==> config.mk <==
export PLATFORM = sky130hd
export DESIGN_NAME = sss_front
export DESIGN_NICKNAME = d
export VERILOG_FILES = /design/src/design/sss_pkg.sv /design/src/design/sss_front.sv
export SDC_FILE = /design/constraint.sdc
export NUM_CORES = 1
export LEC_CHECK = 0
export BUFFER_PORTS_ARGS = -buffer_cell sky130_fd_sc_hd__buf_4
export CAP_MARGIN = 20
export CELL_PAD_IN_SITES_DETAIL_PLACEMENT = 1
export CELL_PAD_IN_SITES_GLOBAL_PLACEMENT = 1
export CORE_UTILIZATION = 43
export CTS_CLUSTER_DIAMETER = 200
export CTS_CLUSTER_SIZE = 20
export DETAILED_ROUTE_END_ITERATION = 12
export HOLD_SLACK_MARGIN = 0.06
export PLACE_DENSITY_LB_ADDON = 0.1
export SETUP_SLACK_MARGIN = 0.2
export SKIP_LAST_GASP = 1
export SYNTH_ARGS = -nofsm -noshare
export SYNTH_HDL_FRONTEND = slang
export SYNTH_SLANG_ARGS = --single-unit
==> constraint.sdc <==
create_clock -name clk -period 7.7 [get_ports clk]
set_input_delay 0 -clock clk [delete_from_list [all_inputs] [get_ports clk]]
set_output_delay 0 -clock clk [all_outputs]
set_load 0.05 [all_outputs]
==> src/design/sss_pkg.sv <==
// Shared types and constants of the stream statistics summary block.
package sss_pkg;

  localparam int SAMPLE_W = 16;
  localparam int CNT_W = 17;
  localparam int SUM_W = 33;
  localparam int SQ_W = 47;
  localparam int FRAC_BITS = 8;
  localparam logic [CNT_W-1:0] MAX_SAMPLES = 17'd65536;
  localparam logic [6:0] PERCENT = 7'd100;

  localparam int DVD_W = 80;
  localparam int DVS_W = 34;
  localparam int QUO_W = 47;
  localparam logic [6:0] DIV_STEPS = 7'd80;

  typedef struct packed {
    logic [CNT_W-1:0]           count;
    logic signed [SUM_W-1:0]    sum;
    logic [SQ_W-1:0]            sq;
    logic signed [SAMPLE_W-1:0] mn;
    logic signed [SAMPLE_W-1:0] mx;
  } rec_t;

endpackage

==> src/design/sss_front.sv <==
// Front end: accumulates samples of one set and emits its record at the last sample.
module sss_front (
  input  logic                              clk,
  input  logic                              rst_n,
  input  logic                              in_valid,
  output logic                              in_stall,
  input  logic signed [sss_pkg::SAMPLE_W-1:0] in_sample,
  input  logic                              in_last,
  input  logic                              q_full,
  output logic                              q_push,
  output sss_pkg::rec_t                     q_rec
);

  logic [sss_pkg::CNT_W-1:0]              count_r, count_nxt;
  logic signed [sss_pkg::SUM_W-1:0]       sum_r, sum_nxt;
  logic [sss_pkg::SQ_W-1:0]               sq_r, sq_nxt;
  logic signed [sss_pkg::SAMPLE_W-1:0]    mn_r, mn_nxt, mx_r, mx_nxt;
  logic signed [2*sss_pkg::SAMPLE_W-1:0]  prod;
  logic                                   accept, keep;

  assign in_stall = in_last & q_full;
  assign accept = in_valid & ~in_stall;
  assign keep = (count_r != sss_pkg::MAX_SAMPLES);
  assign prod = in_sample * in_sample;

  always_comb begin
    count_nxt = count_r;
    sum_nxt = sum_r;
    sq_nxt = sq_r;
    mn_nxt = mn_r;
    mx_nxt = mx_r;
    if (keep) begin
      count_nxt = count_r + 17'd1;
      sum_nxt = sum_r + {{(sss_pkg::SUM_W-sss_pkg::SAMPLE_W){in_sample[15]}}, in_sample};
      sq_nxt = sq_r + {15'd0, prod};
      if (in_sample < mn_r) mn_nxt = in_sample;
      if (in_sample > mx_r) mx_nxt = in_sample;
    end
  end

  assign q_push = accept & in_last;
  assign q_rec = '{count: count_nxt, sum: sum_nxt, sq: sq_nxt, mn: mn_nxt, mx: mx_nxt};

  always_ff @(posedge clk) begin
    if (!rst_n || q_push) begin
      count_r <= '0;
      sum_r <= '0;
      sq_r <= '0;
      mn_r <= 16'sh7FFF;
      mx_r <= 16'sh8000;
    end else if (accept) begin
      count_r <= count_nxt;
      sum_r <= sum_nxt;
      sq_r <= sq_nxt;
      mn_r <= mn_nxt;
      mx_r <= mx_nxt;
    end
  end

endmodule

==> metrics.md <==
| Metric | Value |
|---|---|
| Sequential area share after synthesis | `13.3%` |
| Area Overhead vs Synth | `31.6%` |
| CTS tree | `built` |
| Die X-Extent | `215 um` |
| Clock Path Buffers | `2` |
| Final ANT Viol Nets | `0` |
| Layout cells sized above 1 | `26.9%` |
| Final Max Tran Viols | `0` |
| Async SR Flop Fraction | `0%` |
| Synth Warn # | `0` |
| Slowest stage delay, CP | `0.58 ns` |
| Most frequent cells after synthesis | `inv_1 (382), nand2_1 (274), fa_1 (240)` |
| Core area | `44400 sq um` |
| Final WL | `69800 um` |
| CP Launch Type | `input port` |
| Leading post-synthesis cells by cell area | `fa_1 (25%), dfxtp_1 (13%), ha_1 (12%), inv_1 (7.4%), nand2_1 (5.3%)` |
| Routability cong. | `0.914` |
| Average cell area after synthesis | `8.14 sq um` |
| Root Driver | `clkbuf_16` |
| Final WS setup | `0.0147 ns` |
| FF+latch count, synth | `129` |
| Worst r2r src | `count_r[0]$_SDFFE_PP0P_` |
| Die area | `46200 sq um` |
| Crit end category | `primary output` |
| Sequential Area | `2580 sq um` |
| Starting Density | `43.9%` |
| Critical path class | `in2out` |
| Global route overflow | `0` |
| Pre-Repair DR Iteration Count | `5` |
| Place WS | `-0.471 ns` |
| Vias | `18300` |
| # IOs | `152` |
| Final Setup Violations | `0` |
| DIE HEIGHT | `215 um` |
| Number of H-tree levels | `4` |
| DR DRC count | `0` |
| Outcome | `finished, final reports clean` |
| WP data required | `7.70 ns` |
| Final net count | `3234` |
| Critical path fanouts, max | `5` |
| Post-Layout Cell Count | `3391` |
| Num rows | `77` |
| Hold_sp | `in_sample[4]` |
| Final Core Density | `57.7%` |
| Cts bufs inserted | `17` |
| Number of global-route vias before repair | `20500` |
| DPL Wire Length | `53400 um` |
| Period minus WS final | `7.69 ns` |
| RR Endpoint | `mx_r[5]$_SDFFE_PP0P_` |
| Post-synthesis cell type count | `77` |
| Placed cell count | `3300` |
| Final Hold Violating Endpoints | `0` |
| Largest net degree at the start of global routing | `77` |
| Crit path max-delay family | `adder cells` |
| Cell area after synthesis | `19500 sq um` |
| Clock Skew | `0.0149 ns` |
| Reg2Reg Setup Slack | `4.05 ns` |
| Multi-input logic area | `16300 sq um` |
| Initial antenna violation count | `0` |
| Worst relative slew slack | `31.5%` |
| Fillers | `5217` |
| Post-synth EDFFs | `0` |
| Vias per inst | `5.40` |
| Hold Path Depth | `4` |
| Unrepaired setup endpoints after global routing | `yes` |
| CTS clock-pin slew for the worst setup and hold paths | `0.07 ns` |
| Worst Setup SP | `in_sample[7]` |
| Primary FF master, synth | `dfxtp_1` |
| Worst R2R Path Depth | `10` |
| Mapped Nets | `2841` |
| Crit path max-delay cell type | `fa_1` |
| Slew @ Worst Pin | `1.03 ns` |
| Most common cell in the netlist | `inv_1` |
| Port-buffer cells | `151` |
| Fmax | `130 MHz` |
| Num Clock Sinks | `129` |
| Post-Syn Instances | `2393` |
| Max cap viols | `0` |
| Top cell by count, worst path | `fa_1` |
| CP Buf/Inv Count | `11` |
| Fin crit share | `99.8%` |
| Biggest area consumer among synthesized cells | `fa_1` |
| Skew-Pair Late Insertion Delay | `0.51 ns` |
| Hold crit path type | `in2reg` |
| Gr usage total | `30.9%` |
| Antenna diodes | `0` |
| Initial DRC count | `719` |
| Top-area cell type share of the netlist area | `24.7%` |
| Worst Path Arrival | `7.69 ns` |
| First-pass GRT wire length | `112000 um` |
| Per-cell routed wire length | `20.6 um` |
| Hold endpoint | `mn_r[4]$_SDFFE_PP1P_` |
-- cell families after synthesis --
logic type               share of synthesized area, %
AND/OR/NAND/NOR                                  16.2
buffers and inverters                            9.59
AO/OA/AOI/OAI                                    15.9
adder cells (fa/ha/maj)                          36.7
XOR/XNOR                                         6.47
flip-flops                                       13.3
multiplexers                                     1.95
-- metal layers --
layer  up-vias  global-route usage (%)  part of all wire (%)  wire (um)
met1      9265                    39.1                    43      30200
met2       337                    53.3                    50      34700
met4         0                    10.1                   2.6       1830
li1       8609                       -                     -          -
met3       101                    5.10                   4.4       3080
met5         -                       0                     0          0
-- cells in the final DEF, fill, tap and decap left out, drive strengths merged, types with 5 or more instances in the layout --
master       instances
nand2b              15
a21oi              135
a31oi               17
o211ai              20
nor4                 7
xnor2               96
nand2              275
dlygate4sd3         10
xor2                48
ha                 187
inv                391
a21boi               7
nor3                35
a2111oi              7
clkinv              10
buf                462
o211a                5
nand3               52
a211oi              21
a31o                 5
mux2i               20
nand4               21
or3                  7
o21bai              12
o21ai              116
a211o                5
and2                56
dfxtp              129
o31ai               16
clkbuf              18
mux2                16
o21a                39
nor2               175
and3                17
a21o                45
or4                  7
fa                 240
nor2b               11
-- registers in the layout, indices dropped and copies added (netlist names) --
name,cells
sq_r,47
mn_r,16
count_r,17
sum_r,33
mx_r,16
-- area by class of cell --
class	instances	share of cell area, %
multi-input cells	1775	63.4
repair buffers	472	15.6
clock buffers	18	1.71
clock inverters	14	0.532
inverters	391	5.85
well taps	592	2.89
flip-flops and latches	129	10.1
-- timing repair --
item | in CTS | in global routing
setup endpoints to repair | 32 | 34
buffers inserted | 27 | 21
hold endpoints to repair | 21 | 0
pin swaps | 123 | 70
resized for setup | 166 | 127
cloned | 1 | 0
hold buffers | 10 | 0
-- worst min-delay path, stage by stage --
cell and delay [ns]:
buf_6 0.14, buf_6 0.18, nor3_1 0.07, a31oi_1 0.14
-- stage by stage --
step | hold WS [ns] | cell area, sq um | TNS, ns
2_1_floorplan | 0.198 | 19900 | -0.00366
3_3_place_gp | 0.348 | 23400 | -5.29
3_5_place_dp | 0.360 | 23400 | -11.30
4_1_cts | 0.0855 | 25000 | 0
5_1_grt | 0.0805 | 25600 | -2.41
6_report | 0.0604 | 25600 | 0
-- worst max-delay path by stage --
stage	to	slack (ns)	cells after the start
2_1_floorplan	q_rec[78]	-0.004	34
3_3_place_gp	q_rec[66]	-0.30	35
3_5_place_dp	sq_r[46]$_SDFFE_PP0P_	-0.47	33
4_1_cts	q_rec[78]	0.06	33
5_1_grt	q_rec[74]	-0.28	36
6_report	q_rec[74]	0.01	37
Power is left out: the tool's default activity adds up to more than one toggle a clock period on the data nets, which glitch-free logic cannot reach.
