[src/design/sss_pkg.sv]
// Shared types and constants of the stream statistics summary block.
package sss_pkg;

  localparam int SAMPLE_W = 16;
  localparam int CNT_W = 17;
  localparam int SUM_W = 33;
  localparam int SQ_W = 47;
  localparam int FRAC_BITS = 8;
  localparam logic [CNT_W-1:0] MAX_SAMPLES = 17'd65536;
  localparam logic [6:0] PERCENT = 7'd100;

  localparam int DVD_W = 80;
  localparam int DVS_W = 34;
  localparam int QUO_W = 47;
  localparam logic [6:0] DIV_STEPS = 7'd80;

  typedef struct packed {
    logic [CNT_W-1:0]           count;
    logic signed [SUM_W-1:0]    sum;
    logic [SQ_W-1:0]            sq;
    logic signed [SAMPLE_W-1:0] mn;
    logic signed [SAMPLE_W-1:0] mx;
  } rec_t;

endpackage

[src/design/sss_div.sv]
// Restoring divider that produces one quotient bit per cycle.
module sss_div (
  input  logic                       clk,
  input  logic                       rst_n,
  input  logic                       start,
  input  logic [sss_pkg::DVD_W-1:0]  dividend,
  input  logic [sss_pkg::DVS_W-1:0]  divisor,
  output logic                       busy,
  output logic [sss_pkg::QUO_W-1:0]  quotient,
  output logic [sss_pkg::DVS_W-1:0]  remainder
);

  logic                       busy_r;
  logic [6:0]                 cnt_r;
  logic [sss_pkg::DVD_W-1:0]  dvd_r;
  logic [sss_pkg::DVS_W-1:0]  rem_r, dvs_r;
  logic [sss_pkg::QUO_W-1:0]  quo_r;
  logic [sss_pkg::DVS_W:0]    trial, diff;
  logic                       ge;

  assign trial = {rem_r, dvd_r[sss_pkg::DVD_W-1]};
  assign diff = trial - {1'b0, dvs_r};
  assign ge = (trial >= {1'b0, dvs_r});
  assign busy = busy_r;
  assign quotient = quo_r;
  assign remainder = rem_r;

  always_ff @(posedge clk) begin
    if (start) begin
      dvd_r <= dividend;
      dvs_r <= divisor;
      rem_r <= '0;
      quo_r <= '0;
    end else if (busy_r) begin
      dvd_r <= {dvd_r[sss_pkg::DVD_W-2:0], 1'b0};
      rem_r <= ge ? diff[sss_pkg::DVS_W-1:0] : trial[sss_pkg::DVS_W-1:0];
      quo_r <= {quo_r[sss_pkg::QUO_W-2:0], ge};
    end
  end

  always_ff @(posedge clk) begin
    if (!rst_n) begin
      busy_r <= 1'b0;
      cnt_r <= '0;
    end else if (start) begin
      busy_r <= 1'b1;
      cnt_r <= sss_pkg::DIV_STEPS;
    end else if (busy_r) begin
      cnt_r <= cnt_r - 7'd1;
      if (cnt_r == 7'd1) busy_r <= 1'b0;
    end
  end

endmodule

[src/design/sss_back.sv]
// Back end: turns a set record into the summary with a shared multiplier and divider and a root unit.
module sss_back (
  input  logic                clk,
  input  logic                rst_n,
  input  logic                q_empty,
  input  sss_pkg::rec_t       q_rec,
  output logic                q_pop,
  output logic                out_valid,
  input  logic                out_stall,
  output logic [16:0]         out_sample_count,
  output logic signed [23:0]  out_mean_q8,
  output logic [37:0]         out_variance_q8,
  output logic [22:0]         out_sigma_q8,
  output logic signed [15:0]  out_largest,
  output logic signed [15:0]  out_smallest,
  output logic [15:0]         out_spread,
  output logic signed [31:0]  out_cv_percent_q8,
  output logic                out_cv_undefined,
  output logic                out_cv_saturated
);

  localparam logic [3:0] S_IDLE  = 4'd0;
  localparam logic [3:0] S_MUL0  = 4'd1;
  localparam logic [3:0] S_MUL1  = 4'd2;
  localparam logic [3:0] S_MUL2  = 4'd3;
  localparam logic [3:0] S_MUL3  = 4'd4;
  localparam logic [3:0] S_DIVV  = 4'd5;
  localparam logic [3:0] S_WAITV = 4'd6;
  localparam logic [3:0] S_SQRT  = 4'd7;
  localparam logic [3:0] S_DIVM  = 4'd8;
  localparam logic [3:0] S_WAITM = 4'd9;
  localparam logic [3:0] S_MULC  = 4'd10;
  localparam logic [3:0] S_DIVC  = 4'd11;
  localparam logic [3:0] S_WAITC = 4'd12;
  localparam logic [3:0] S_DONE  = 4'd13;

  logic [3:0]                  state_r, state_nxt;
  sss_pkg::rec_t               rec_r;
  logic [63:0]                 nq_r, d_r;
  logic [33:0]                 n2_r;
  logic [46:0]                 v2_r;
  logic [47:0]                 rad_r;
  logic [25:0]                 srem_r;
  logic [23:0]                 root_r;
  logic [4:0]                  scnt_r;
  logic signed [23:0]          mean_r;
  logic [38:0]                 num_r;
  logic                        out_valid_r;

  logic [31:0]                 mul_a, mul_b;
  logic [63:0]                 prod;
  logic [32:0]                 sum_abs33;
  logic [31:0]                 sum_abs;
  logic [23:0]                 mean_abs;
  logic [27:0]                 srem2, strial;
  logic                        sge;
  logic                        div_start, div_busy;
  logic [sss_pkg::DVD_W-1:0]   div_dvd;
  logic [sss_pkg::DVS_W-1:0]   div_dvs, div_rem;
  logic [sss_pkg::QUO_W-1:0]   div_quo;
  logic [24:0]                 mmag;
  logic                        out_free;
  logic signed [31:0]          cv_val;
  logic                        cv_sat;

  assign sum_abs33 = rec_r.sum[32] ? (~rec_r.sum + 33'd1) : rec_r.sum;
  assign sum_abs = sum_abs33[31:0];
  assign mean_abs = mean_r[23] ? (~mean_r + 24'd1) : mean_r;
  assign out_free = ~out_valid_r | ~out_stall;

  always_comb begin
    mul_a = {15'd0, rec_r.count};
    mul_b = rec_r.sq[31:0];
    case (state_r)
      S_MUL1: mul_b = {17'd0, rec_r.sq[46:32]};
      S_MUL2: begin
        mul_a = sum_abs;
        mul_b = sum_abs;
      end
      S_MUL3: mul_b = {15'd0, rec_r.count};
      S_MULC: begin
        mul_a = {25'd0, sss_pkg::PERCENT};
        mul_b = {8'd0, root_r};
      end
      default: ;
    endcase
  end
  assign prod = mul_a * mul_b;

  assign srem2 = {srem_r, rad_r[47:46]};
  assign strial = {2'd0, root_r, 2'b01};
  assign sge = (srem2 >= strial);

  always_comb begin
    div_start = 1'b0;
    div_dvd = {d_r, 16'd0};
    div_dvs = n2_r;
    case (state_r)
      S_DIVV: div_start = 1'b1;
      S_DIVM: begin
        div_start = 1'b1;
        div_dvd = {40'd0, sum_abs, 8'd0};
        div_dvs = {17'd0, rec_r.count};
      end
      S_DIVC: begin
        div_start = 1'b1;
        div_dvd = {41'd0, num_r};
        div_dvs = {10'd0, mean_abs};
      end
      default: ;
    endcase
  end

  sss_div u_div (
    .clk(clk), .rst_n(rst_n), .start(div_start), .dividend(div_dvd), .divisor(div_dvs),
    .busy(div_busy), .quotient(div_quo), .remainder(div_rem)
  );

  assign mmag = div_quo[24:0] + {24'd0, (div_rem != '0)};

  always_comb begin
    cv_val = '0;
    cv_sat = 1'b0;
    if (!mean_r[23]) begin
      if (div_quo > 47'h7FFFFFFF) begin
        cv_val = 32'sh7FFFFFFF;
        cv_sat = 1'b1;
      end else begin
        cv_val = div_quo[31:0];
      end
    end else begin
      if (div_quo > 47'h80000000) begin
        cv_val = 32'sh80000000;
        cv_sat = 1'b1;
      end else begin
        cv_val = ~div_quo[31:0] + 32'd1;
      end
    end
  end

  always_comb begin
    state_nxt = state_r;
    q_pop = 1'b0;
    case (state_r)
      S_IDLE: begin
        if (!q_empty) begin
          q_pop = 1'b1;
          state_nxt = S_MUL0;
        end
      end
      S_MUL0: state_nxt = S_MUL1;
      S_MUL1: state_nxt = S_MUL2;
      S_MUL2: state_nxt = S_MUL3;
      S_MUL3: state_nxt = S_DIVV;
      S_DIVV: state_nxt = S_WAITV;
      S_WAITV: if (!div_busy) state_nxt = S_SQRT;
      S_SQRT: if (scnt_r == 5'd1) state_nxt = S_DIVM;
      S_DIVM: state_nxt = S_WAITM;
      S_WAITM: if (!div_busy) state_nxt = S_MULC;
      S_MULC: state_nxt = (mean_r == '0) ? S_DONE : S_DIVC;
      S_DIVC: state_nxt = S_WAITC;
      S_WAITC: if (!div_busy) state_nxt = S_DONE;
      S_DONE: if (out_free) state_nxt = S_IDLE;
      default: state_nxt = S_IDLE;
    endcase
  end

  always_ff @(posedge clk) begin
    case (state_r)
      S_IDLE: rec_r <= q_rec;
      S_MUL0: nq_r <= prod;
      S_MUL1: nq_r <= nq_r + {prod[31:0], 32'd0};
      S_MUL2: d_r <= (nq_r >= prod) ? (nq_r - prod) : 64'd0;
      S_MUL3: n2_r <= prod[33:0];
      S_WAITV: begin
        v2_r <= div_quo;
        rad_r <= {1'b0, div_quo};
        srem_r <= '0;
        root_r <= '0;
        scnt_r <= 5'd24;
      end
      S_SQRT: begin
        rad_r <= {rad_r[45:0], 2'b00};
        srem_r <= sge ? 26'(srem2 - strial) : srem2[25:0];
        root_r <= {root_r[22:0], sge};
        scnt_r <= scnt_r - 5'd1;
      end
      S_WAITM: mean_r <= rec_r.sum[32] ? 24'(~mmag + 25'd1) : div_quo[23:0];
      S_MULC: num_r <= {prod[30:0], 8'd0};
      default: ;
    endcase
  end

  always_ff @(posedge clk) begin
    if (state_r == S_DONE && out_free) begin
      out_sample_count <= rec_r.count;
      out_mean_q8 <= mean_r;
      out_variance_q8 <= v2_r[45:8];
      out_sigma_q8 <= root_r[22:0];
      out_largest <= rec_r.mx;
      out_smallest <= rec_r.mn;
      out_spread <= 16'(rec_r.mx - rec_r.mn);
      out_cv_undefined <= (mean_r == '0);
      out_cv_percent_q8 <= (mean_r == '0) ? 32'sd0 : cv_val;
      out_cv_saturated <= (mean_r != '0) & cv_sat;
    end
  end

  always_ff @(posedge clk) begin
    if (!rst_n) begin
      state_r <= S_IDLE;
      out_valid_r <= 1'b0;
    end else begin
      state_r <= state_nxt;
      if (state_r == S_DONE && out_free) out_valid_r <= 1'b1;
      else if (!out_stall) out_valid_r <= 1'b0;
    end
  end

  assign out_valid = out_valid_r;

endmodule

[config.mk]
export PLATFORM = sky130hd
export DESIGN_NAME = sss_back
export DESIGN_NICKNAME = d
export VERILOG_FILES = /design/src/design/sss_pkg.sv /design/src/design/sss_div.sv /design/src/design/sss_back.sv
export SDC_FILE = /design/constraint.sdc
export NUM_CORES = 2
export LEC_CHECK = 0
export BUFFER_PORTS_ARGS = -buffer_cell sky130_fd_sc_hd__buf_2
export CAP_MARGIN = 20
export CORE_ASPECT_RATIO = 1.25
export CORE_MARGIN = 8
export CORE_UTILIZATION = 50
export DETAILED_ROUTE_END_ITERATION = 12
export HOLD_SLACK_MARGIN = 0.06
export PLACE_DENSITY_LB_ADDON = 0.2
export SLEW_MARGIN = 20
export SYNTH_ARGS = -nofsm -noshare
export SYNTH_HDL_FRONTEND = slang
export SYNTH_SLANG_ARGS = --single-unit
[constraint.sdc]
create_clock -name clk -period 49.6 [get_ports clk]
set_input_delay 9.92 -clock clk [delete_from_list [all_inputs] [get_ports clk]]
set_output_delay 9.92 -clock clk [all_outputs]
set_load 0.02 [all_outputs]
==> impl_metrics.csv <==
group,metric,value,unit
outcome,outcome,"finished clean",
sta,period_needed,20.24,ns
synth,ys.flop_type,"edfxtp_1",
die,die_width,365,µm
sta,setup_viol,0,
run,maxCapViolCount,0,
setup_path,critical_path_required,39.68,ns
die,initial_core_util,0.502,
global_route,vias_in_the_first_global_route,59007,
clock_network,number_of_gates_given_a_new_drive_strength_after_cts,0,
clock_network,cts_buffer_depth,3,
placed_design,gp_routability_congestion,0.961,
setup_path,data_arrival_time_of_the_critical_path,10.32,ns
clock_network,cts_max_level,3,
global_route,grt_first_pass_wirelength,353000,µm
synth,synthesis.area,76200,µm²
clock_network,hold_buffers,0,
finish,syn_to_final_growth,9.44,%
setup_path,critPathMaxFanout,2,
drt,final_wirelength,235000,µm
global_route,grt_start_max_net_pins,149,
placed_design,hpwl_reported_at_the_end_of_detailed_placement,182000,µm
global_route,initial_antenna_violation_count,8,
sta,maxClockFrequency,49.4,MHz
synth,sequential_share_of_the_synthesized_area,0.331,
placed_design,dpl_worst_slack,29.35,ns
drt,drtPass1Iterations,6,
synth,synth.lib_cells_used.distinct,106,
clock_network,postCtsSetupRepairBufs,0,
clock_network,tritoncts_num_sinks,871,
placed_design,placedCellCount,9900,
clock_network,tritoncts,"done",
clock_network,clock-root-buffer,"clkbuf_16",
finish,stdcell_count,10078,
global_route,grt_use_total,0.282,
clock_network,clk_transition_reported_paths,0.06,ns
drt,route.detailed.wl_per_inst,23.4,µm
synth,synth_seq_cells,871,
synth,synth.net_count,9231,
die,floorplan.core_area,152000,µm²
synth,syn-instance-count,7778,
synth,yosys_warn_count,0,
global_route,grt_overflow,0,
finish,nets,9425,
sta,setup_repair_after_global_routing_missed_its_margin,"false",
finish,drive_above_1_share,0.0903,
setup_path,startpoint_type,"primary input",
sta,worst_pin_slew,1.18,ns
sta,fin_worst_skew,0.0564,ns
clock_network,clkLatencyLatePin,0.74,ns
sta,post-route-period-util,0.408,
synth,async_s_r_ff_share_synth,0,
drt,routed-via-count,58250,
die,fp.dieH,452,µm
drt,postRouteAntennaNets,0,
drt,dr.first_iter.drc_count,4932,
min_path,worst_hold_path_type,"reg -> reg",
sta,count_of_pins_over_their_slew_limit,0,
drt,post-route-drc-count,0,
sta,final.setup.worst_slack,29.36,ns
finish,mostFrequentLayoutCell,"inv_1",
setup_path,endpoint_kind,"output port",
sta,final.setup.tns,0,ns
die,floorplan.io_pins,319,
synth,synth-edff-count,777,
synth,synthesis.area_per_instance,9.79,µm²
sta,hold_viol,0,
drt,post_drt_via_cell_ratio,5.78,
setup_path,worst-setup-path-type,"in -> out",
sta,maxSlewHeadroom,0.212,
placed_design,buffer_ports.inserted,318,
die,std_cell_rows,160,
finish,layout_common_cells,"1149 x inv_1, 1060 x nand2_1, 900 x fa_1, 874 x nor2_1, 777 x edfxtp_1",
clock_network,cts_buffers,93,
die,dieArea,165000,µm²
sequential cells by signal, indices dropped and copies added (netlist names), 5 cells and up:
| name | count |
|---|---|
| rec_r | 129 |
| u_div.dvd_r | 72 |
| d_r | 64 |
| nq_r | 64 |
| rad_r | 48 |
| u_div.quotient | 47 |
| out_variance_q8 | 38 |
| v2_r | 38 |
| n2_r | 34 |
| u_div.dvs_r | 34 |
| u_div.remainder | 34 |
| out_cv_percent_q8 | 32 |
| num_r | 31 |
| srem_r | 26 |
| mean_r | 24 |
| out_mean_q8 | 24 |
| root_r | 24 |
| out_sigma_q8 | 23 |
| out_sample_count | 17 |
| out_largest | 16 |
| out_smallest | 16 |
| out_spread | 16 |
| u_div.cnt_r | 7 |
| scnt_r | 5 |
path summary, 6_finish.rpt:
check / endpoint / slack [ns] / startpoint / depth (start not counted)
max: q_pop / 29.36 / q_empty / 3
min: out_variance_q8[6] / 0.42 / v2_r[14] / 0
max reg2reg: d_r[61] / 33.19 / rec_r[79] / 47
min reg2reg: out_variance_q8[6] / 0.42 / v2_r[14] / 0
logic make-up after synthesis:
logic type               share of synthesized area
XOR/XNOR                                    0.0344
flip-flops                                   0.331
multiplexers                                0.0117
AO/OA/AOI/OAI                               0.0998
buffers and inverters                       0.0757
AND/OR/NAND/NOR                              0.139
adder cells (fa/ha/maj)                      0.309
layout make-up:
cell class                 count  area (µm²)
clock buffer                 116        2540
fill                       13589       68400
antenna                        3        7.51
tap                         2025        2530
clock inverter                57         624
inverter                    1164        4370
timing repair buffer         455        2670
sequential                   871       25200
multi-input combinational   5387       45400
per-layer routing:
metal | track usage | vias up | part of all wire | wire length, µm
met5 | 0 | - | 0.00014 | 33
met2 | 0.464 | 2625 | 0.47 | 111000
li1 | - | 25869 | - | -
met3 | 0.0452 | 755 | 0.085 | 19900
met4 | 0.188 | 4 | 0.081 | 19100
met1 | 0.341 | 28997 | 0.36 | 85700
critical path, stage by stage:
cell     delay (ns)
buf_2          0.12
nor2b_1        0.10
buf_2          0.18
Yosys cell counts (13+ instances only):
master / number / area share
nand4_1: 42 / 0.0034
xnor2_1: 150 / 0.017
mux2i_1: 88 / 0.012
a22oi_1: 24 / 0.0024
nor3_1: 79 / 0.0052
o22a_1: 20 / 0.0023
ha_1: 420 / 0.069
o22ai_1: 14 / 0.0011
maj3_1: 24 / 0.0032
a21boi_0: 28 / 0.0028
o211ai_1: 47 / 0.0046
a21oi_1: 340 / 0.022
nand3_1: 68 / 0.0045
nand2_1: 1064 / 0.052
nor2b_1: 41 / 0.0034
or3_1: 39 / 0.0032
nand3b_1: 14 / 0.0014
dfxtp_1: 94 / 0.025
a221oi_1: 17 / 0.0020
nor4_1: 32 / 0.0026
o41ai_1: 14 / 0.0016
o21ai_0: 278 / 0.018
buf_2: 15 / 0.00099
nor2_1: 892 / 0.044
or2_2: 18 / 0.0015
xor2_1: 145 / 0.017
o21bai_1: 23 / 0.0023
o21a_1: 64 / 0.0063
inv_1: 1150 / 0.057
a222oi_1: 13 / 0.0017
fa_1: 900 / 0.24
clkbuf_1: 316 / 0.016
and3_1: 44 / 0.0036
and2_1: 26 / 0.0021
a31oi_1: 37 / 0.0030
a211oi_1: 19 / 0.0019
o31ai_1: 27 / 0.0027
a221o_1: 16 / 0.0021
edfxtp_1: 777 / 0.31
a21o_1: 112 / 0.011
or4_1: 14 / 0.0014
nand2b_1: 50 / 0.0041
buf_1: 17 / 0.00084
through the flow:
stage	area (µm²)	hold WS (ns)	util
after floorplan	76200	0.400	-
after global routing	83400	0.422	0.549
after CTS	83300	0.418	0.549
after global placement	80200	0.403	0.528
after detailed placement	80200	0.405	0.528
final	83400	0.415	0.549
Power is left out: the tool's default activity adds up to more than one toggle a clock period on the data nets, which glitch-free logic cannot reach.
