--- src/design/sss_pkg.sv ---
// Shared types and constants of the stream statistics summary block.
package sss_pkg;

  localparam int SAMPLE_W = 16;
  localparam int CNT_W = 17;
  localparam int SUM_W = 33;
  localparam int SQ_W = 47;
  localparam int FRAC_BITS = 8;
  localparam logic [CNT_W-1:0] MAX_SAMPLES = 17'd65536;
  localparam logic [6:0] PERCENT = 7'd100;

  localparam int DVD_W = 80;
  localparam int DVS_W = 34;
  localparam int QUO_W = 47;
  localparam logic [6:0] DIV_STEPS = 7'd80;

  typedef struct packed {
    logic [CNT_W-1:0]           count;
    logic signed [SUM_W-1:0]    sum;
    logic [SQ_W-1:0]            sq;
    logic signed [SAMPLE_W-1:0] mn;
    logic signed [SAMPLE_W-1:0] mx;
  } rec_t;

endpackage

--- src/design/sss_queue.sv ---
// Two-entry queue of set records between the front and the back end.
module sss_queue (
  input  logic          clk,
  input  logic          rst_n,
  input  logic          push,
  input  sss_pkg::rec_t push_rec,
  input  logic          pop,
  output sss_pkg::rec_t pop_rec,
  output logic          full,
  output logic          empty
);

  sss_pkg::rec_t mem_r [2];
  logic          wr_r, rd_r;
  logic [1:0]    cnt_r;

  assign full = (cnt_r == 2'd2);
  assign empty = (cnt_r == 2'd0);
  assign pop_rec = mem_r[rd_r];

  always_ff @(posedge clk) begin
    if (push) mem_r[wr_r] <= push_rec;
  end

  always_ff @(posedge clk) begin
    if (!rst_n) begin
      wr_r <= 1'b0;
      rd_r <= 1'b0;
      cnt_r <= 2'd0;
    end else begin
      if (push) wr_r <= ~wr_r;
      if (pop) rd_r <= ~rd_r;
      cnt_r <= cnt_r + {1'b0, push} - {1'b0, pop};
    end
  end

endmodule

--- config.mk ---
export PLATFORM = sky130hd
export DESIGN_NAME = sss_queue
export DESIGN_NICKNAME = d
export VERILOG_FILES = /design/src/design/sss_pkg.sv /design/src/design/sss_queue.sv
export SDC_FILE = /design/constraint.sdc
export NUM_CORES = 1
export LEC_CHECK = 0
export BUFFER_PORTS_ARGS = -buffer_cell sky130_fd_sc_hd__buf_2
export CAP_MARGIN = 5
export CORE_UTILIZATION = 35
export CTS_CLUSTER_SIZE = 25
export DETAILED_ROUTE_END_ITERATION = 7
export REMOVE_ABC_BUFFERS = 1
export SLEW_MARGIN = 0
export SYNTH_ARGS = -nofsm -noshare
export SYNTH_HDL_FRONTEND = slang
export SYNTH_SLANG_ARGS = --single-unit
--- constraint.sdc ---
create_clock -name clk -period 18.8 [get_ports clk]
set_clock_uncertainty 0.1 [all_clocks]
set_input_delay 0.94 -clock clk [delete_from_list [all_inputs] [get_ports clk]]
set_output_delay 0.94 -clock clk [all_outputs]
set_load 0.05 [all_outputs]
==> summary.md, run 1 <==
| Metric | Value |
|---|---|
| Finished Core Util | `44.7%` |
| Htree depth | `1` |
| Sequential fraction of the synthesis area | `81.9%` |
| Finished Cell Area | `12000 um2` |
| #FFs+latches synth | `263` |
| Worst endpoint required time | `17.76 ns` |
| Setup TNS | `0 ns` |
| # rows | `60` |
| Initial core utilization | `35.6%` |
| CP startpoint kind | `flop` |
| Vias in the first global route | `5257` |
| Post-DP HPWL | `11.9 mm` |
| Highest clock rate | `249 MHz` |
| Async S/R FF share, synth | `0%` |
| Slew at the pin closest to its max-slew limit | `0.989 ns` |
| IO Pins | `264` |
| Largest net degree at the start of global routing | `72` |
| Drt total wl | `18.1 mm` |
| CTS resizes | `0` |
| Clk_lat worst skew | `0.52 ns` |
| Leakage power | `4.46 nW` |
| Synth top cells by count | `edfxtp_1, mux2_2, buf_6` |
| Leading area contributor after synthesis | `edfxtp_1` |
| WL/cell | `17.0 um` |
| Cts hold-fix bufs | `0` |
| Placed cell area | `11200 um2` |
| DR vias/cell | `4.52` |
| CP Class | `flop to output pin` |
| Core ar. | `26900 um2` |
| Final antenna-violating net count | `0` |
| Final hold vios | `0` |
| Final Power | `1.39 mW` |
| Top cells by area, synth | `edfxtp_1, mux2_2, buf_6` |
| Area grow syn2layout | `25.5%` |
| DR iter-0 viols | `273` |
| Most used flip-flop cell after synthesis | `edfxtp_1` |
| Slew Limit Headroom | `34.1%` |
| Final Slew Violations | `0` |
| R2R cell count | `2` |
| Number of synthesized flops with an enable pin | `258` |
| Die W | `167 um` |
| HP Class | `flop to flop` |
| Share of Yosys cell area claimed by the top area cell type | `80.9%` |
| Cells on Worst Hold Path | `2` |
| GPL Wtd Cong | `0.715` |
| CTS root buffer | `clkbuf_16` |
| Drt pass-1 iters | `4` |
| ANT cells | `0` |
| Worst IR Drop VDD | `77.2 uV` |
| Yosys warns | `0` |
| Outcome | `finished clean` |
| Clock transition at the registers of the reported paths | `0.06 ns` |
| CTS max path bufs | `3` |
| Worst-path maximum fanout | `71` |
| Arrival time at the worst endpoint | `2.98 ns` |
| Cell count after synthesis | `422` |
| Port bufs | `263` |
| Endpoint class of the critical path | `output pin` |
| FILL cells | `2377` |
| Via count | `4812` |
| Num CTS Buffers | `27` |
| GRT overflow | `0` |
| Final setup viols | `0` |
| DIE AREA | `28000 um2` |
| First-pass GRT wire length | `27.7 mm` |
| Initial antenna violation count | `1` |
| Pwr Density | `116 nW/um2` |
| RSZ-0062 raised after global routing | `false` |
| Ratio of cells with drive above 1 in the final layout | `60.1%` |
| Fin nets | `839` |
| MaxCap Viol Count | `0` |
| Mapped Area | `9580 um2` |
| Min Tclk post-route | `4.02 ns` |
| Number of distinct library cells after synthesis | `13` |
| Fin crit share | `21.4%` |
| GR Util All Layers | `12.6%` |
| CTS tree | `yes` |
| # Post-CTS Setup Buffers | `0` |
| Post-Synthesis Mean Instance Area | `22.7 um2` |
| CTS Sinks | `263` |
| Die height | `167 um` |
| Count leader, synth | `edfxtp_1` |
| Residual DRC count | `0` |
==> final cells by class <==
class	count	area [um2]	area share (%)
Clock buffer	35	706	5.87
Inverter	2	7.51	0.0625
Tap cell	341	427	3.55
Clock inverter	14	97.6	0.812
Sequential cell	263	7850	65.3
Timing Repair Buffer	267	1350	11.2
Multi-Input combinational cell	143	1580	13.2
==> layout by cell type (no fill, tap or decap) <==
cell type   count
and2_1          3
clkinvlp_4      2
clkinv_2        5
o21a_1          1
inv_6           1
xor2_1          1
nor2b_1         3
clkbuf_16      27
dfxtp_1         4
and2_4          1
inv_1           2
clkbuf_1        8
clkinv_1        5
buf_2         263
dfxtp_4         1
mux2_2        129
bufinv_16       1
xnor3_1         1
nor2b_4         1
ha_1            2
buf_4           4
nor2_1          1
edfxtp_1      258
==> where the power goes <==
part           total (mW)  leakage, nW  internal [mW]  switching [mW]
logic               0.216         1.61         0.0622           0.154
registers           0.691         2.46          0.679          0.0118
clock network       0.484        0.389          0.277           0.207
==> kinds of logic (layout without fill, tap and decap cells) <==
| family | Yosys count | after routing | share of synthesized area [%] |
|---|---|---|---|
| flops | 263 | 263 | 81.9 |
| xor+xnor | 2 | 2 | 0.327 |
| simple gates | 9 | 9 | 0.562 |
| fa+ha+maj | 2 | 2 | 0.261 |
| mux | 129 | 129 | 15.2 |
| compound gates | 1 | 1 | 0.0784 |
| buf+inv | 16 | 318 | 1.66 |
==> registers in the layout (all words and copies together), names as in the netlist, named ones only <==
name / cells
cnt_r: 2
mem_r: 258
rd_r: 1
wr_r: 1
==> through the flow <==
stage / cells / setup slack, ns / hold WS (ns)
2_1_floorplan: 408 / 11.50 / 0.455
3_3_place_gp: 1016 / 15.35 / 0.460
3_5_place_dp: 1016 / 15.25 / 0.471
4_1_cts: 1065 / 14.69 / 0.467
5_1_grt: 1065 / 14.60 / 0.469
6_report: 1065 / 14.78 / 0.478
==> worst paths after layout <==
kind,start,end,slack [ns]
setup reg to reg,wr_r,mem_r[1][66],16.24
setup / recovery,flop,pop_rec[37],14.78
hold / removal,rd_r,flop,0.48
hold reg to reg,rd_r,flop,0.48
==> worst max-delay path, cell delays in order (launching register included) <==
cell     delay [ns]
dfxtp_4        0.83
buf_4          0.81
mux2_2         0.43
buf_2          0.21
==> metal layers <==
layer / part of all wire [%] / global-route usage, % / vias to the layer above
li1: - / - / 2242
met1: 39 / 14.5 / 2357
met2: 50 / 21.9 / 178
met3: 8.1 / 4.30 / 35
met4: 3.1 / 4.11 / 0
met5: 0 / 0 / -
Power figures use the tool's default switching activity.
==> run 2, diff against run 1 <==
Settings changed: ABC_AREA set to 1.
Clock period 18.8 ns to 3.9 ns, I/O delays scaled along.
==> run 2 against run 1 <==
Clock power increased to 5.4 times the previous value. Critical path type unchanged. Combinational power increased to 4.9 times the previous value. Core utilization increased by 5.6 points. Highest routed layer unchanged. Count of clock-buffer cells in the layout increased by 1.
==> summary.md, run 2 <==
| Metric | Value |
|---|---|
| Worst endpoint required time | `3.61 ns (-14.15 ns)` |
| Leading area contributor after synthesis | `edfxtp_1` |
| Final Power | `6.95 mW (+400%)` |
| Slew at the pin closest to its max-slew limit | `0.739 ns (-0.250 ns)` |
| Leakage power | `5.12 nW (+15%)` |
| Via count | `5388 (+12%)` |
| Most frequent cells in the layout | `buf_2, edfxtp_1, dlygate4sd3_1` |
| # rows | `60 (unchanged)` |
| CP top delay family | `buffers and inverters` |
| Post-DP HPWL | `12.1 mm (+1.8%)` |
| IO Pins | `264 (unchanged)` |
| Crit-path slowest cell | `dfxtp_4` |
| Count leader, synth | `edfxtp_1` |
| Number of distinct library cells after synthesis | `11 (-2)` |
| Endpoint class of the critical path | `output pin` |
| Top cells by area, synth | `edfxtp_1, mux2_2, buf_6` |
| Yosys warns | `0 (unchanged)` |
| CTS max path bufs | `3 (unchanged)` |
| CTS tree | `yes` |
| CP peak stage delay | `0.67 ns (-0.16 ns)` |
| Regs by FF count | `mem_r (258), cnt_r (2)` |
| Buffers & Inverters on Critical Path | `2 (unchanged)` |
| Max reg flops | `258 (unchanged)` |
| GRT overflow | `0 (unchanged)` |
| WL/cell | `16.0 um (-6.2%)` |
| Core ar. | `26900 um2 (unchanged)` |
| DR iter-0 viols | `256 (-6.2%)` |
| Setup TNS | `0 ns (unchanged)` |
| MaxCap Viol Count | `0 (unchanged)` |
| Pwr Density | `514 nW/um2 (+340%)` |
| GPL Wtd Cong | `0.722 (+0.94%)` |
| Number of synthesized flops with an enable pin | `258 (unchanged)` |
| Initial core utilization | `35.6% (unchanged)` |
| Cell count after synthesis | `434 (+2.8%)` |
| HP Class | `input port to flop` |
| Die W | `167 um (unchanged)` |
| Most common cell after layout, fill and taps aside | `buf_2` |
| Highest clock rate | `384 MHz` |
| Arrival time at the worst endpoint | `2.31 ns (-0.67 ns)` |
| Final Slew Violations | `0 (unchanged)` |
| Final antenna-violating net count | `0 (unchanged)` |
| Slew Limit Headroom | `50.7% (+17 points)` |
| Clk_lat worst skew | `0.52 ns (about the same)` |
| Async S/R FF share, synth | `0% (unchanged)` |
| Fin crit share | `66.8%` |
| Final hold vios | `0 (unchanged)` |
| Residual DRC count | `0 (unchanged)` |
| Reg with most FFs | `mem_r` |
| Drt pass-1 iters | `4 (unchanged)` |
| Share of Yosys cell area claimed by the top area cell type | `80.9% (unchanged)` |
| Outcome | `finished clean` |
| Fin nets | `987 (+18%)` |
| DIE AREA | `28000 um2 (unchanged)` |
| Placed cell area | `11300 um2 (+0.49%)` |
| #FFs+latches synth | `263 (unchanged)` |
| RSZ-0062 raised after global routing | `false` |
| Ratio of cells with drive above 1 in the final layout | `50.9% (-9.2 points)` |
| Vias in the first global route | `5817 (+11%)` |
| Critical path, cell by cell | `buf_4, mux2_2, buf_2` |
| Most used flip-flop cell after synthesis | `edfxtp_1` |
| Finished Cell Area | `13500 um2 (+13%)` |
| Htree depth | `1 (unchanged)` |
| Post-Synthesis Mean Instance Area | `22.1 um2 (-2.8%)` |
| # Post-CTS Setup Buffers | `0 (unchanged)` |
| Drt total wl | `19.5 mm (+7.2%)` |
| Initial antenna violation count | `2 (+1)` |
| GR Util All Layers | `13.5% (+0.96 points)` |
| Clock transition at the registers of the reported paths | `0.06 ns (about the same)` |
| Finished Core Util | `50.3% (+5.6 points)` |
| Cts hold-fix bufs | `133 (+133)` |
| Mapped Area | `9580 um2 (unchanged)` |
| Area grow syn2layout | `41.2%` |
| CP startpoint kind | `flop` |
| Hold slack | `0.286 ns (-0.191 ns)` |
| CTS Sinks | `263 (unchanged)` |
| First-pass GRT wire length | `29.7 mm (+7.3%)` |
| Port bufs | `263 (unchanged)` |
| Final setup viols | `0 (unchanged)` |
| Synth top cells by count | `edfxtp_1, mux2_2, buf_6` |
| Worst-path maximum fanout | `35 (-51%)` |
| DR vias/cell | `4.43 (-2.0%)` |
| Min Tclk post-route | `2.61 ns` |
| Sequential fraction of the synthesis area | `81.9% (unchanged)` |
| CTS resizes | `0 (unchanged)` |
| Largest net degree at the start of global routing | `75 (+4.2%)` |
| Die height | `167 um (unchanged)` |
| Worst IR Drop VDD | `302 uV (+290%)` |
| CTS root buffer | `clkbuf_16` |
| CP Class | `flop to output pin` |
| Num CTS Buffers | `28 (+3.7%)` |
[run 2: cell families (layout without fill, tap and decap cells)]
family	count (synthesis)	in the layout	share of synthesized area (%)
AND/OR/NAND/NOR	18	18	0.719
flip-flops	263	263	81.9
AO/OA/AOI/OAI	1	1	0.0522
adder cells (fa/ha/maj)	2	2	0.261
other	0	2	0
buffers and inverters	21	461	1.86
multiplexers	129	129	15.2
[run 2: layer usage]
metal | share of wire, % | wire [um] | GRT usage (%) | vias up
li1 | - | - | - | 2560
met2 | 50 | 9730 | 24.2 | 186
met4 | 2.7 | 530 | 3.95 | 0
met1 | 40 | 7820 | 15.6 | 2611
met3 | 7.1 | 1380 | 4.14 | 31
met5 | 0 | 0 | 0 | -
[run 2: worst reg2reg max path: stages (launching register included)]
cell and delay (ns):
dfxtp_1 0.39, nand2_1 0.15, inv_6 0.55, buf_12 0.39
[run 2: cell type report]
cell class                 count  area, um2
antenna                        2       5.00
multi-input combinational    150       1560
fill                        2251      13400
sequential                   263       7850
timing repair buffer         402       2730
inverter                       7       31.3
clock inverter                16        134
clock buffer                  36        782
tap                          341        427
[run 2: report_power, final]
group / leakage (nW) / switching, mW / internal, mW / total [mW]
logic: 2.21 / 0.695 / 0.351 / 1.05
clock network: 0.450 / 1.04 / 1.54 / 2.59
registers: 2.46 / 0.0448 / 3.27 / 3.32
total: 5.12 / 1.78 / 5.17 / 6.95
[run 2: per-stage QoR]
stage	setup WS, ns	std cells
2_1_floorplan	-2.49	420
3_3_place_gp	1.82	1030
3_5_place_dp	1.79	1030
4_1_cts	1.22	1215
5_1_grt	1.13	1217
6_report	1.29	1217
[run 2: path summary, 6_finish.rpt]
kind / from / to / slack [ns] / cells after the start
worst max-delay path: flop / pop_rec[51] / 1.29 / 3
worst max register to register: wr_r / mem_r[1][58] / 1.98 / 3
worst min-delay path: push_rec[114] / mem_r[0][114] / 0.29 / 2
worst min register to register: rd_r / rd_r / 0.41 / 2
==> run 3, diff against run 2 <==
Settings changed: ABC_AREA 1 to 0.
Clock period 3.9 ns to 2.1 ns, I/O delays scaled along.
==> run 3 against run 2 <==
Register-to-register slack got worse by 1.8 ns. Sequential power increased by 85%. Cell area increased by 1.5%. Sequential cell count unchanged. Highest routed layer unchanged. Worst hold slack got worse by 0.088 ns. Core utilization increased by 0.75 points. Non-clock buffer count increased by 7. Clock power increased by 92%. Count of clock-buffer cells in the layout decreased by 2.
==> summary.md, run 3 (synthesized netlist as in run 1, its figures left out) <==
| Metric | Value |
|---|---|
| Outcome | `finished clean` |
| Clock transition at the registers of the reported paths | `0.06 ns (about the same)` |
| Initial core utilization | `35.6% (unchanged)` |
| Pre-CTS setup slack | `0.433 ns (-1.36 ns)` |
| FF-to-FF Start | `wr_r` |
| Sw power | `3.51 mW (+97%)` |
| Clk_lat worst skew | `0.53 ns (about the same)` |
| Reg with most FFs | `mem_r` |
| GPL Wtd Cong | `0.730 (+1.1%)` |
| Final antenna-violating net count | `0 (unchanged)` |
| Most common cell after layout, fill and taps aside | `edfxtp_1` |
| Regs by FF count | `mem_r (258), cnt_r (2)` |
| Residual DRC count | `0 (unchanged)` |
| Finished Cell Area | `13700 um2 (+1.5%)` |
| RSZ-0062 raised after global routing | `true` |
| Max reg flops | `258 (unchanged)` |
| Initial antenna violation count | `0 (-2)` |
| Leakage power | `5.19 nW (+1.3%)` |
| Port bufs | `263 (unchanged)` |
| HP Class | `input port to flop` |
| IO Pins | `264 (unchanged)` |
| Slew Limit Headroom | `60.0% (+9.3 points)` |
| Final Slew Violations | `0 (unchanged)` |
| Sequential Power Share | `45.9% (-1.8 points)` |
| CTS root buffer | `clkbuf_16` |
| Worst-path maximum fanout | `20 (-43%)` |
| Ratio of cells with drive above 1 in the final layout | `51.8% (+0.87 points)` |
| # rows | `60 (unchanged)` |
| Placed cell area | `11300 um2 (+0.38%)` |
| Core ar. | `26900 um2 (unchanged)` |
| R2R cell count | `4 (+1)` |
| Reg2reg end | `wr_r` |
| Finished Core Util | `51.1% (+0.75 points)` |
| FILL cells | `2201 (-2.2%)` |
| Pwr Density | `977 nW/um2 (+90%)` |
| CTS tree | `yes` |
| Arrival time at the worst endpoint | `1.84 ns (-0.47 ns)` |
| Final setup viols | `0 (unchanged)` |
| Internal Pwr Total | `9.89 mW (+91%)` |
| Slew at the pin closest to its max-slew limit | `0.600 ns (-0.140 ns)` |
| Worst endpoint required time | `1.89 ns (-1.72 ns)` |
| Die W | `167 um (unchanged)` |
| Most frequent cells in the layout | `edfxtp_1, buf_2, dlygate4sd3_1` |
| GR Util All Layers | `14.1% (+0.57 points)` |
| Net Sw Frac | `26.2% (+0.53 points)` |
| DR iter-0 viols | `213 (-17%)` |
| Endpoint class of the critical path | `output pin` |
| Drt total wl | `19.9 mm (+2.5%)` |
| Worst IR Drop VDD | `614 uV (+100%)` |
| Vias in the first global route | `5999 (+3.1%)` |
| MaxCap Viol Count | `0 (unchanged)` |
| Setup crit end | `pop_rec[23]` |
| Clock share of power | `37.1% (about the same)` |
| CP startpoint kind | `flop` |
| Area grow syn2layout | `43.3%` |
| ANT cells | `0 (-2)` |
| CTS Sinks | `263 (unchanged)` |
| First-pass GRT wire length | `31.3 mm (+5.2%)` |
| Post-DP HPWL | `12.0 mm (-0.41%)` |
| DIE AREA | `28000 um2 (unchanged)` |
| DR vias/cell | `4.47 (+0.90%)` |
| CTS max path bufs | `3 (unchanged)` |
| Final hold vios | `0 (unchanged)` |
| Via count | `5405 (+0.32%)` |
| Largest net degree at the start of global routing | `95 (+27%)` |
| WL/cell | `16.5 um (+3.1%)` |
| Combinational group share of total power | `17.1% (+2.1 points)` |
| Post-route setup slack | `0.0527 ns (-1.24 ns)` |
| Fin nets | `982 (-0.51%)` |
| Setup TNS | `0 ns (unchanged)` |
| Drt pass-1 iters | `4 (unchanged)` |
| Cells on Worst Hold Path | `2 (unchanged)` |
| Highest clock rate | `488 MHz` |
| GRT overflow | `0 (unchanged)` |
| Flop-to-flop setup slack | `0.23 ns (-1.75 ns)` |
| Htree depth | `1 (unchanged)` |
| Die height | `167 um (unchanged)` |
| Num CTS Buffers | `28 (unchanged)` |
| Fin crit share | `97.5%` |
| Min Tclk post-route | `2.05 ns` |
| CP Class | `flop to output pin` |
-- run 3: changes by cell type in the layout (fill, tap and decap cells not counted), moves of 4 or more --
cell | before | now
buf_2 | 263 | 249
inv_1 | 6 | 2
nand2_1 | 8 | 0
nor2_1 | 8 | 1
buf_4 | 3 | 17
buf_12 | 3 | 7
-- run 3: critical path: stages, from the launching register on --
cell	delay (ns)
dfxtp_4	0.44
buf_12	0.13
buf_16	0.16
mux2_2	0.36
buf_2	0.21
-- run 3: timing repair --
item                                    in CTS  in global routing
gates resized for setup                     10                 13
endpoints found under the setup margin     110                 43
buffers inserted                             4                  1
pin swaps                                    0                  0
hold buffers                               133                  0
endpoints found under the hold margin      263                  0
cloned                                       1                  0
-- run 3: layout make-up --
class                      instances  area [um2]  area share, %
multi-input combinational        143        1580           11.5
inverter                           2        7.51         0.0547
clock inverter                    18         200           1.46
sequential                       263        7850           57.2
tap                              341         427           3.11
timing repair buffer             409        2910           21.2
clock buffer                      34         744           5.43
-- run 3: how the worst min path moves through the flow --
stage                             start             to  slack [ns]
after global placement     push_rec[55]   mem_r[1][55]        0.19
after detailed placement  push_rec[126]  mem_r[0][126]        0.20
after global routing       push_rec[43]   mem_r[1][43]        0.18
after floorplan             push_rec[0]    mem_r[0][0]        0.10
final                     push_rec[102]  mem_r[0][102]        0.20
after CTS                  push_rec[82]   mem_r[1][82]        0.16
-- run 3: power by group through the flow --
stage	registers, mW	clock network (mW)	logic, mW
2_1_floorplan	6.33	0	1.44
5_1_grt	6.17	5.29	2.40
4_1_cts	6.15	5.09	2.29
3_3_place_gp	6.25	0	1.99
6_report	6.14	4.97	2.29
3_5_place_dp	6.27	0	2.02
-- run 3: layer usage --
| metal | routed length (um) | global-route usage [%] | vias up |
|---|---|---|---|
| met5 | 0 | 0 | - |
| met3 | 1250 | 3.64 | 41 |
| li1 | - | - | 2531 |
| met1 | 8120 | 16.3 | 2653 |
| met2 | 9970 | 25.4 | 180 |
| met4 | 616 | 4.71 | 0 |
-- run 3: metrics by stage --
stage          hold slack [ns]  power (mW)  cells
2_1_floorplan            0.104        7.77    408
3_3_place_gp             0.192        8.25   1019
3_5_place_dp             0.196        8.29   1019
4_1_cts                  0.164        13.5   1209
5_1_grt                  0.182        13.9   1210
6_report                 0.198        13.4   1210
